`src/rtl/ple_pkg.sv`:
```
`default_nettype none

package ple_pkg;

    localparam int unsigned MODE_W  = 2;
    localparam int unsigned POS_W   = 7;
    localparam int unsigned VALUE_W = 32;
    localparam int unsigned CNT_W   = 7;

    typedef logic [MODE_W-1:0]  mode_t;
    typedef logic [POS_W-1:0]   pos_t;
    typedef logic [VALUE_W-1:0] value_t;

    localparam mode_t MODE_INSERT = 2'd0;
    localparam mode_t MODE_DELETE = 2'd1;
    localparam mode_t MODE_LOCATE = 2'd2;

endpackage

`default_nettype wire

```
`src/rtl/positional_list_engine.sv`:
```
`default_nettype none

// Ordered list of up to CAPACITY signed 32-bit values held packed in a
// single-port-write RAM with a registered read and a fill count. Each
// request (insert, delete, locate or an unused mode code) produces one
// result. Entries are moved or scanned one per cycle through the RAM.
// An insert at the end, a delete of the last entry, a locate on an empty
// list and a rejected request take no RAM reads. A wait on m_tready holds
// the result in the finish state. The next request is taken in the cycle
// after the result is registered.
module positional_list_engine #(
    parameter int unsigned CAPACITY = 64
) (
    input  wire         aclk,
    input  wire         aresetn,
    input  wire         s_tvalid,
    output logic        s_tready,
    input  wire  [39:0] s_tdata,   // [6:0] position, [38:7] value, [39] zero
    input  wire  [1:0]  s_tuser,   // [1:0] mode
    output logic        m_tvalid,
    input  wire         m_tready,
    output logic [15:0] m_tdata    // [0] ok, [7:1] found_position, [14:8] count, [15] zero
);

    localparam int unsigned AW = $clog2(CAPACITY);
    localparam int unsigned CW = $clog2(CAPACITY + 1);
    localparam int unsigned XW = ((CW > ple_pkg::POS_W) ? CW : ple_pkg::POS_W) + 1;

    localparam logic [1:0] ST_IDLE   = 2'd0;
    localparam logic [1:0] ST_SCAN   = 2'd1;
    localparam logic [1:0] ST_FINISH = 2'd2;

    logic [1:0]             state_reg, state_next;
    logic [CW-1:0]          count_reg, count_next;
    logic                   pend_reg, pend_next;
    logic                   m_valid_reg, m_valid_next;

    ple_pkg::mode_t         op_reg, op_next;
    ple_pkg::pos_t          pos_reg, pos_next;
    ple_pkg::value_t        val_reg, val_next;
    logic [AW-1:0]          rd_addr_reg, rd_addr_next;
    logic [CW-1:0]          rd_left_reg, rd_left_next;
    logic [AW-1:0]          pend_addr_reg, pend_addr_next;
    logic                   res_ok_reg, res_ok_next;
    ple_pkg::pos_t          res_pos_reg, res_pos_next;
    logic                   m_ok_reg, m_ok_next;
    ple_pkg::pos_t          m_pos_reg, m_pos_next;
    logic [ple_pkg::CNT_W-1:0] m_cnt_reg, m_cnt_next;

    ple_pkg::value_t        entries_mem [CAPACITY];
    ple_pkg::value_t        rdata_reg;
    logic                   mem_we;
    logic [AW-1:0]          mem_waddr;
    ple_pkg::value_t        mem_wdata;
    logic                   rd_en;

    ple_pkg::mode_t         in_mode;
    logic [XW-1:0]          in_pos_x;
    logic [XW-1:0]          cnt_x;
    logic [XW-1:0]          cur_pos_x;
    logic                   s_fire;
    logic                   stop;

    assign in_mode   = s_tuser;
    assign in_pos_x  = XW'(s_tdata[6:0]);
    assign cnt_x     = XW'(count_reg);
    assign cur_pos_x = XW'(pos_reg);
    assign s_tready  = (state_reg == ST_IDLE);
    assign s_fire    = s_tvalid && s_tready;

    assign m_tvalid = m_valid_reg;
    assign m_tdata  = {1'b0, m_cnt_reg, m_pos_reg, m_ok_reg};

    always_ff @(posedge aclk) begin
        if (mem_we) begin
            entries_mem[mem_waddr] <= mem_wdata;
        end
        if (rd_en) begin
            rdata_reg <= entries_mem[rd_addr_reg];
        end
    end

    always_comb begin
        state_next     = state_reg;
        count_next     = count_reg;
        pend_next      = pend_reg;
        op_next        = op_reg;
        pos_next       = pos_reg;
        val_next       = val_reg;
        rd_addr_next   = rd_addr_reg;
        rd_left_next   = rd_left_reg;
        pend_addr_next = pend_addr_reg;
        res_ok_next    = res_ok_reg;
        res_pos_next   = res_pos_reg;
        m_ok_next      = m_ok_reg;
        m_pos_next     = m_pos_reg;
        m_cnt_next     = m_cnt_reg;
        m_valid_next   = m_valid_reg && !m_tready;
        mem_we         = 1'b0;
        mem_waddr      = pend_addr_reg;
        mem_wdata      = rdata_reg;
        rd_en          = 1'b0;
        stop           = 1'b0;

        case (state_reg)
            ST_IDLE: begin
                if (s_fire) begin
                    op_next      = in_mode;
                    pos_next     = s_tdata[6:0];
                    val_next     = s_tdata[38:7];
                    pend_next    = 1'b0;
                    res_ok_next  = 1'b0;
                    res_pos_next = '0;
                    state_next   = ST_FINISH;
                    case (in_mode)
                        ple_pkg::MODE_INSERT: begin
                            if (in_pos_x != '0 && in_pos_x <= cnt_x + 1'b1 &&
                                cnt_x != XW'(CAPACITY)) begin
                                rd_addr_next = AW'(cnt_x - 1'b1);
                                rd_left_next = CW'(cnt_x - in_pos_x + 1'b1);
                                state_next   = ST_SCAN;
                            end
                        end
                        ple_pkg::MODE_DELETE: begin
                            if (in_pos_x != '0 && in_pos_x <= cnt_x) begin
                                rd_addr_next = AW'(in_pos_x);
                                rd_left_next = CW'(cnt_x - in_pos_x);
                                state_next   = ST_SCAN;
                            end
                        end
                        ple_pkg::MODE_LOCATE: begin
                            rd_addr_next = '0;
                            rd_left_next = count_reg;
                            state_next   = ST_SCAN;
                        end
                        default: begin
                            state_next = ST_FINISH;
                        end
                    endcase
                end
            end

            ST_SCAN: begin
                if (pend_reg) begin
                    case (op_reg)
                        ple_pkg::MODE_INSERT: begin
                            mem_we    = 1'b1;
                            mem_waddr = pend_addr_reg + 1'b1;
                        end
                        ple_pkg::MODE_DELETE: begin
                            mem_we    = 1'b1;
                            mem_waddr = pend_addr_reg - 1'b1;
                        end
                        default: begin
                            if (rdata_reg == val_reg) begin
                                stop         = 1'b1;
                                res_ok_next  = 1'b1;
                                res_pos_next = ple_pkg::POS_W'(XW'(pend_addr_reg) + 1'b1);
                                pend_next    = 1'b0;
                                state_next   = ST_FINISH;
                            end
                        end
                    endcase
                end
                if (!stop) begin
                    if (rd_left_reg != '0) begin
                        rd_en          = 1'b1;
                        rd_left_next   = rd_left_reg - 1'b1;
                        pend_next      = 1'b1;
                        pend_addr_next = rd_addr_reg;
                        if (op_reg == ple_pkg::MODE_INSERT) begin
                            rd_addr_next = rd_addr_reg - 1'b1;
                        end else begin
                            rd_addr_next = rd_addr_reg + 1'b1;
                        end
                    end else begin
                        pend_next = 1'b0;
                        if (!pend_reg) begin
                            state_next = ST_FINISH;
                            case (op_reg)
                                ple_pkg::MODE_INSERT: begin
                                    mem_we      = 1'b1;
                                    mem_waddr   = AW'(cur_pos_x - 1'b1);
                                    mem_wdata   = val_reg;
                                    count_next  = count_reg + 1'b1;
                                    res_ok_next = 1'b1;
                                end
                                ple_pkg::MODE_DELETE: begin
                                    count_next  = count_reg - 1'b1;
                                    res_ok_next = 1'b1;
                                end
                                default: begin
                                    res_ok_next  = 1'b0;
                                    res_pos_next = '0;
                                end
                            endcase
                        end
                    end
                end
            end

            ST_FINISH: begin
                if (!m_valid_reg || m_tready) begin
                    m_valid_next = 1'b1;
                    m_ok_next    = res_ok_reg;
                    m_pos_next   = res_pos_reg;
                    m_cnt_next   = ple_pkg::CNT_W'(cnt_x);
                    state_next   = ST_IDLE;
                end
            end

            default: begin
                state_next = ST_IDLE;
            end
        endcase
    end

    always_ff @(posedge aclk) begin
        if (!aresetn) begin
            state_reg   <= ST_IDLE;
            count_reg   <= '0;
            pend_reg    <= 1'b0;
            m_valid_reg <= 1'b0;
        end else begin
            state_reg   <= state_next;
            count_reg   <= count_next;
            pend_reg    <= pend_next;
            m_valid_reg <= m_valid_next;
        end
    end

    always_ff @(posedge aclk) begin
        op_reg        <= op_next;
        pos_reg       <= pos_next;
        val_reg       <= val_next;
        rd_addr_reg   <= rd_addr_next;
        rd_left_reg   <= rd_left_next;
        pend_addr_reg <= pend_addr_next;
        res_ok_reg    <= res_ok_next;
        res_pos_reg   <= res_pos_next;
        m_ok_reg      <= m_ok_next;
        m_pos_reg     <= m_pos_next;
        m_cnt_reg     <= m_cnt_next;
    end

`ifndef ASSERT_OFF
    a_count_bound: assert property (@(posedge aclk) disable iff (!aresetn)
        count_reg <= CW'(CAPACITY))
        else $error("fill count above capacity");

    a_no_write_idle: assert property (@(posedge aclk) disable iff (!aresetn)
        (state_reg != ST_SCAN) |-> !mem_we)
        else $error("RAM write outside a scan");

    a_accept_leaves_idle: assert property (@(posedge aclk) disable iff (!aresetn)
        s_fire |=> (state_reg != ST_IDLE))
        else $error("request accepted but engine stayed idle");

    a_count_step: assert property (@(posedge aclk) disable iff (!aresetn)
        (state_reg != ST_SCAN) |=> $stable(count_reg))
        else $error("fill count changed outside a scan");
`endif

endmodule

`default_nettype wire

```
`config.mk`:
```
export PLATFORM = sky130hd
export DESIGN_NAME = positional_list_engine
export DESIGN_NICKNAME = d
export VERILOG_FILES = /design/src/rtl/ple_pkg.sv /design/src/rtl/positional_list_engine.sv
export SDC_FILE = /design/constraint.sdc
export NUM_CORES = 2
export LEC_CHECK = 0
export BUFFER_PORTS_ARGS = -buffer_cell sky130_fd_sc_hd__buf_2
export CAP_MARGIN = 25
export CORE_ASPECT_RATIO = 1.2
export CORE_MARGIN = 2
export CORE_UTILIZATION = 35
export CTS_BUF_LIST = sky130_fd_sc_hd__clkbuf_8 sky130_fd_sc_hd__clkbuf_16
export DETAILED_ROUTE_END_ITERATION = 7
export GPL_TIMING_DRIVEN = 1
export MAX_ROUTING_LAYER = met4
export PLACE_DENSITY = 0.51
export SLEW_MARGIN = 20
export SYNTH_ARGS = -nofsm -noshare
export SYNTH_HDL_FRONTEND = slang
export SYNTH_SLANG_ARGS = --single-unit
```
`constraint.sdc`:
```
create_clock -name aclk -period 4.6 [get_ports aclk]
set_input_delay 0.46 -clock aclk [delete_from_list [all_inputs] [get_ports aclk]]
set_output_delay 0.46 -clock aclk [all_outputs]
set_load 0.02 [all_outputs]
```
* Word level (Yosys, flattened, before mapping)
Memory sizes are Yosys's and may differ from the RTL's. A register that Yosys moved wholly into a read port is not among the register bits.
Index checks and enable logic that the tools add are counted.
W data, S select, Z words.
** Operators by class
- Equal/unequal tests :: 14
- Bitwise logic cells :: 3
- Add/subtract/negate cells :: 13
- Magnitude comparators :: 2
- Mux-type cells :: 80
- Reduce and logical (&&, ||, !) cells :: 23
** Operators by type and width (count)
- $mux W32 :: 5
- $mux W7 :: 13
- $mux W6 :: 12
- $pmux W7 S2 :: 3
- $eq A32 B32 Y1 :: 1
- $mux W1 :: 29
- $pmux W6 S2 :: 2
- $sub A6 B1 Y6 const B :: 4
- $pmux W7 S3 :: 1
- $mux W2 :: 10
- $pmux W6 S3 :: 1
- $add A7 B1 Y7 const B :: 2
- $sub A7 B1 Y7 const B :: 2
- $add A6 B1 Y6 const B :: 2
- $pmux W2 S3 :: 2
- $add A7 B1 Y8 const B :: 1
- $le A7 B8 Y1 :: 1
- $reduce_and A2 Y1 :: 4
- $reduce_bool A8 Y1 :: 1
- $add A6 B1 Y7 const B :: 1
- $le A7 B7 Y1 :: 1
- $ne A7 B7 Y1 const B :: 1
- $reduce_and A7 Y1 :: 1
- $reduce_bool A7 Y1 :: 1
- 17 further kinds :: 34
** Word-level totals
- Memories kept :: 1
- Word-level logic and storage cells :: 151
- Flip-flop bits (word level) :: 93
- RAM bits :: 2048
- Input port bits :: 46
** Memories
- entries_mem :: depth 64, width 32, rd ports 1, clocked after Yosys merged registers in 1, wr ports 1, RTL line positional_list_engine.sv:50 : ple_pkg::value_t entries_mem [CAPACITY];

* Logic depth before layout (Yosys ltp)
- Word-level depth :: 11
- Gate-level depth with buffers :: 12
- Depth with buffers taken out :: 10

* Least setup slack after synthesis
No wires, ideal clock.
- Kind :: flip-flop to flip-flop
- From :: register op_reg[1]
- To :: memory entries_mem[15][0] (netlist name) (enable)
- Cell stages (with the launch flop) :: 13
- Slack :: -0.402 ns
- Arrival time :: 4.541 ns
- Library setup time :: 0.461 ns
- Buffers on the path :: 3
- Cell sequence :: edfxtp_1 buf_2 nand2b_1 buf_2 xnor2_1 ha_1 nor4b_1 a21oi_1 xnor2_1 a21oi_2 or3_1 clkbuf_1 nor3_1
** On the way
- Longest elaborated chain between the ends :: 11
** RTL lines
- from (decl) :: RTL line positional_list_engine.sv:38 : ple_pkg::mode_t op_reg, op_next;
- from (signal assigned) :: RTL line positional_list_engine.sv:233 : op_reg <= op_next;
- $eq A2 B1 Y1 / $logic_not A2 Y1 (equally long branches) :: RTL line positional_list_engine.sv:145, positional_list_engine.sv:180
- $reduce_or A2 Y1 (no source line)
- $mux W1 :: RTL line positional_list_engine.sv:145 : case (op_reg)
- $mux W1 :: RTL line positional_list_engine.sv:144 : if (pend_reg) begin
- $mux W1 :: RTL line positional_list_engine.sv:180 : case (op_reg)
- $mux W1 :: RTL line positional_list_engine.sv:178 : if (!pend_reg) begin
- $mux W1 :: RTL line positional_list_engine.sv:166 : if (rd_left_reg != '0) begin
- $mux W1 :: RTL line positional_list_engine.sv:165 : if (!stop) begin
- $mux W1 :: RTL line positional_list_engine.sv:105 : case (state_reg)
- $mux W1 :: RTL line positional_list_engine.sv:75 : if (mem_we) begin
- $mux W1 (not written as such) :: RTL line positional_list_engine.sv:76 : entries_mem[mem_waddr] <= mem_wdata;
- to (decl) :: RTL line positional_list_engine.sv:50
Parallel ways exist; a longest one is shown, timed or not. The select of a mux whose other input is x is not followed.

* Worst setup path after layout
- From :: register rd_left_reg[0]
- To :: memory entries_mem[23][26] (netlist name) (enable)
** On the way
- Longest elaborated chain between the ends :: 6
** RTL lines
- from (decl) :: RTL line positional_list_engine.sv:42 : logic [CW-1:0] rd_left_reg, rd_left_next;
- from (signal assigned) :: RTL line positional_list_engine.sv:237 : rd_left_reg <= rd_left_next;
- $reduce_bool A7 Y1 (*) :: RTL line positional_list_engine.sv:166
- $mux W1 :: RTL line positional_list_engine.sv:166
- $mux W1 :: RTL line positional_list_engine.sv:165
- $mux W1 :: RTL line positional_list_engine.sv:105
- $mux W1 :: RTL line positional_list_engine.sv:75
- $mux W1 (not written as such) :: RTL line positional_list_engine.sv:76
Every way passes the cells marked *; elsewhere a longest branch is shown, timed or not.

==> out/metrics.cfg <==
[outcome]
status=finished clean

[clock_network]
path_clk_slew_ns=0.07
post_cts_resized=0
post_cts_buffers=0
cts_tree=built
clk_path_buf_depth=3
htree_levels=4
clkSinkCount=2173
clkLatencyLatePin_ns=0.87
cts-root-buf=clkbuf_16
cts_buffers=218

[timing]
max_freq_mhz=254
period_minus_slack_ns=3.93
fin_hold_ws_ns=0.202
drv_slew=0
fin_crit_sh_pct=85.4
clock_skew_ns=0.0308
slew_headroom_pct=31.0
rsz0062_at_grt=no
setup-violations-final=0
finalSetupTns_ns=0
worst_slew_pin_slew_ns=1.03
hold_viol=0

[logic_synthesis]
synthMuxAreaShare_pct=17.5
yosys_warnings=0
yosys.area.top_type=edfxtp_1
avgSynthCellArea_um2=23.2
synth_compound_area_share_pct=1.42
synth_enable_flop_cells=2162
async_reset_ff_share_pct=0
synthSimpleGateAreaFrac_pct=1.92
synth_xor_area_share_pct=0.723
ys_seq_area_share_pct=76.8
synth_area_leaders=edfxtp_1 77%, mux4_2 17%, xor2_1 0.51%
synthesis.nets=3733
ys_types=75
synth_flop_cell=edfxtp_1
netlist_instances=3653
synthAdderAreaFrac_pct=0.520
netlist_area_um2=84800
synth_top_area_share_pct=76.6
yosys_register_bits=2173
synth_top_family_by_area=multiplexers

[worst_hold_path]
hp-class=input pin to register

[grt]
first_global_vias=41072
grt_max_degree=74
antenna_found_initial=5
grtUsageTotal_pct=17.7
gr-total-overflow=0
grt_pass1_wl_mm=303

[worst_setup_path]
crit_type=register to register
crit_path_max_incr_delay_ns=0.64
crit_family=simple AND/OR/NAND/NOR gates
critPathLaunchType=register
required_ns=5.08
cp_cell_sequence=inv_1 -> ha_1 -> nor3b_1 -> buf_4 -> nand4_1 -> buf_4 -> a2bb2oi_1 -> nand2_1 -> or3_1 -> nor3_2 -> buf_4
critPathMostFrequentCell=buf_4
arrival_ns=4.42
crit_slowest_cell=or3_1
crit_path_max_fanout=32
end_kind=register
critPathBufInv=4

[final_layout]
largest_reg_flops=2048
final_area_um2=98800
finalNetCount=4069
area_growth_pct=16.5
final_layout_size_suffix_gt1_share_pct=32.0

[power_and_ir_drop]
seqPwrFrac_pct=51.4
p_per_area_nw_per_um2=434
p_leak_uw=0.0310
intPower_uw=33200
p_sw_share_pct=22.4
p_comb_share_pct=8.3
p_clk_share_pct=40.3
power_uw=42800
p_switching_uw=9620
ir_drop_mv=0.336

[route]
drt-pass1-iter-count=7
routed_via_density=5.33
dr.first_iter.drc_count=3294
post-route-drc-count=0
vias=39282
routedWlPerCell_um=28.7
routed_wl_mm=212
ant_nets=0

[die]
io_pins=64
die_w_um=453
start_util_pct=35.2
die_area_um2=246000
rows=197
coreArea_um2=241000
die_y_um=543

[job]
maxCapViolCount=0

[placement]
globalplace.congestion=0.828
hpwl_mm=123
placed_cell_area_um2=91300
portBuffers=61

[logic make-up after synthesis]
group           after synthesis
fa+ha+maj                    34
simple gates                307
buf+inv                     220
compound gates              173
xor+xnor                     70
other cells                   1
flops                      2173
mux                         675
[power groups by stage]
stage,registers (uW),logic (uW),clock network (uW)
finish,22000,3540,17300
global route,22000,3790,18400
CTS,22000,3610,17700
detailed placement,22400,3570,0
global placement,22500,3530,0
floorplan,22400,2320,0
[routing by layer]
metal	wire (um)	track usage, %	vias to the layer above
met1	89900	23.3	21671
li1	-	-	16402
met2	107000	29.2	951
met3	10000	2.44	258
met4	4370	4.36	0
met5	0	-	-
[through the flow]
step	worst slack [ns]	instances	utilization (%)
after floorplan	-0.402	3653	-
after CTS	0.674	7361	41.0
final	0.669	7368	41.1
after global routing	0.460	7363	41.1
after global placement	0.706	6906	37.9
after detailed placement	0.697	6910	38.0
[final cells by class]
| type | count | area (um2) |
|---|---|---|
| antenna | 6 | 15.0 |
| tap | 3184 | 3980 |
| clock inverter | 187 | 1420 |
| sequential | 2173 | 65100 |
| clock buffer | 222 | 5560 |
| timing repair buffer | 311 | 3180 |
| fill | 21007 | 142000 |
| multi-input combinational | 1260 | 19400 |
| inverter | 25 | 93.8 |
[repair_timing]
| action | 4_1_cts | 5_1_grt |
|---|---|---|
| endpoints found under the setup margin | 0 | 0 |
| hold endpoints to repair | 46 | 0 |
| hold buffers | 42 | 0 |
[Yosys cell counts, types with 8 or more instances]
cell      count
a21oi_1      29
ha_1         32
inv_1        24
nand3_1      12
dfxtp_1      11
nor3_1       76
nand4_1      12
xnor2_1      21
o21ai_0      15
nand2_1      58
a22oi_1      45
nor2_1       48
mux2_2       35
mux4_2      640
edfxtp_1   2162
clkbuf_1    112
a221oi_1      9
buf_1        26
nor2b_1      11
or3_1         8
nand2b_1     12
nor4_1       16
o22ai_1      24
xor2_1       49
buf_2        50
[path summary, 6_finish.rpt]
path / depth (start not counted) / startpoint / slack, ns / end
max: 11 / rd_left_reg[0]$_DFFE_PP_ / 0.67 / entries_mem[23][26]$_DFFE_PP_
min reg2reg: 0 / res_pos_reg[2]$_SDFFCE_PN0P_ / 0.47 / m_pos_reg[2]$_DFFE_PP_
min: 2 / s_tvalid / 0.20 / op_reg[1]$_DFFE_PP_
max reg2reg: 11 / rd_left_reg[0]$_DFFE_PP_ / 0.67 / entries_mem[23][26]$_DFFE_PP_
[cells in the final DEF, fill, tap and decap left out, drive strengths merged, types with 10 or more instances in the layout]
cell and n:
edfxtp 2162, mux4 640, buf 269, clkbuf 222
clkinv 111, nor3 79, inv 76, nand2 58
xor2 49, nor2 48, a22oi 45, dlygate4sd3 42
mux2 35, ha 32, a21oi 30, o22ai 24
xnor2 21, bufinv 18, nor4 18, o21ai 17
nand3 13, nand4 12, nand2b 12, nor2b 12
dfxtp 11, and2 10
(Power assumes the default switching activity.)
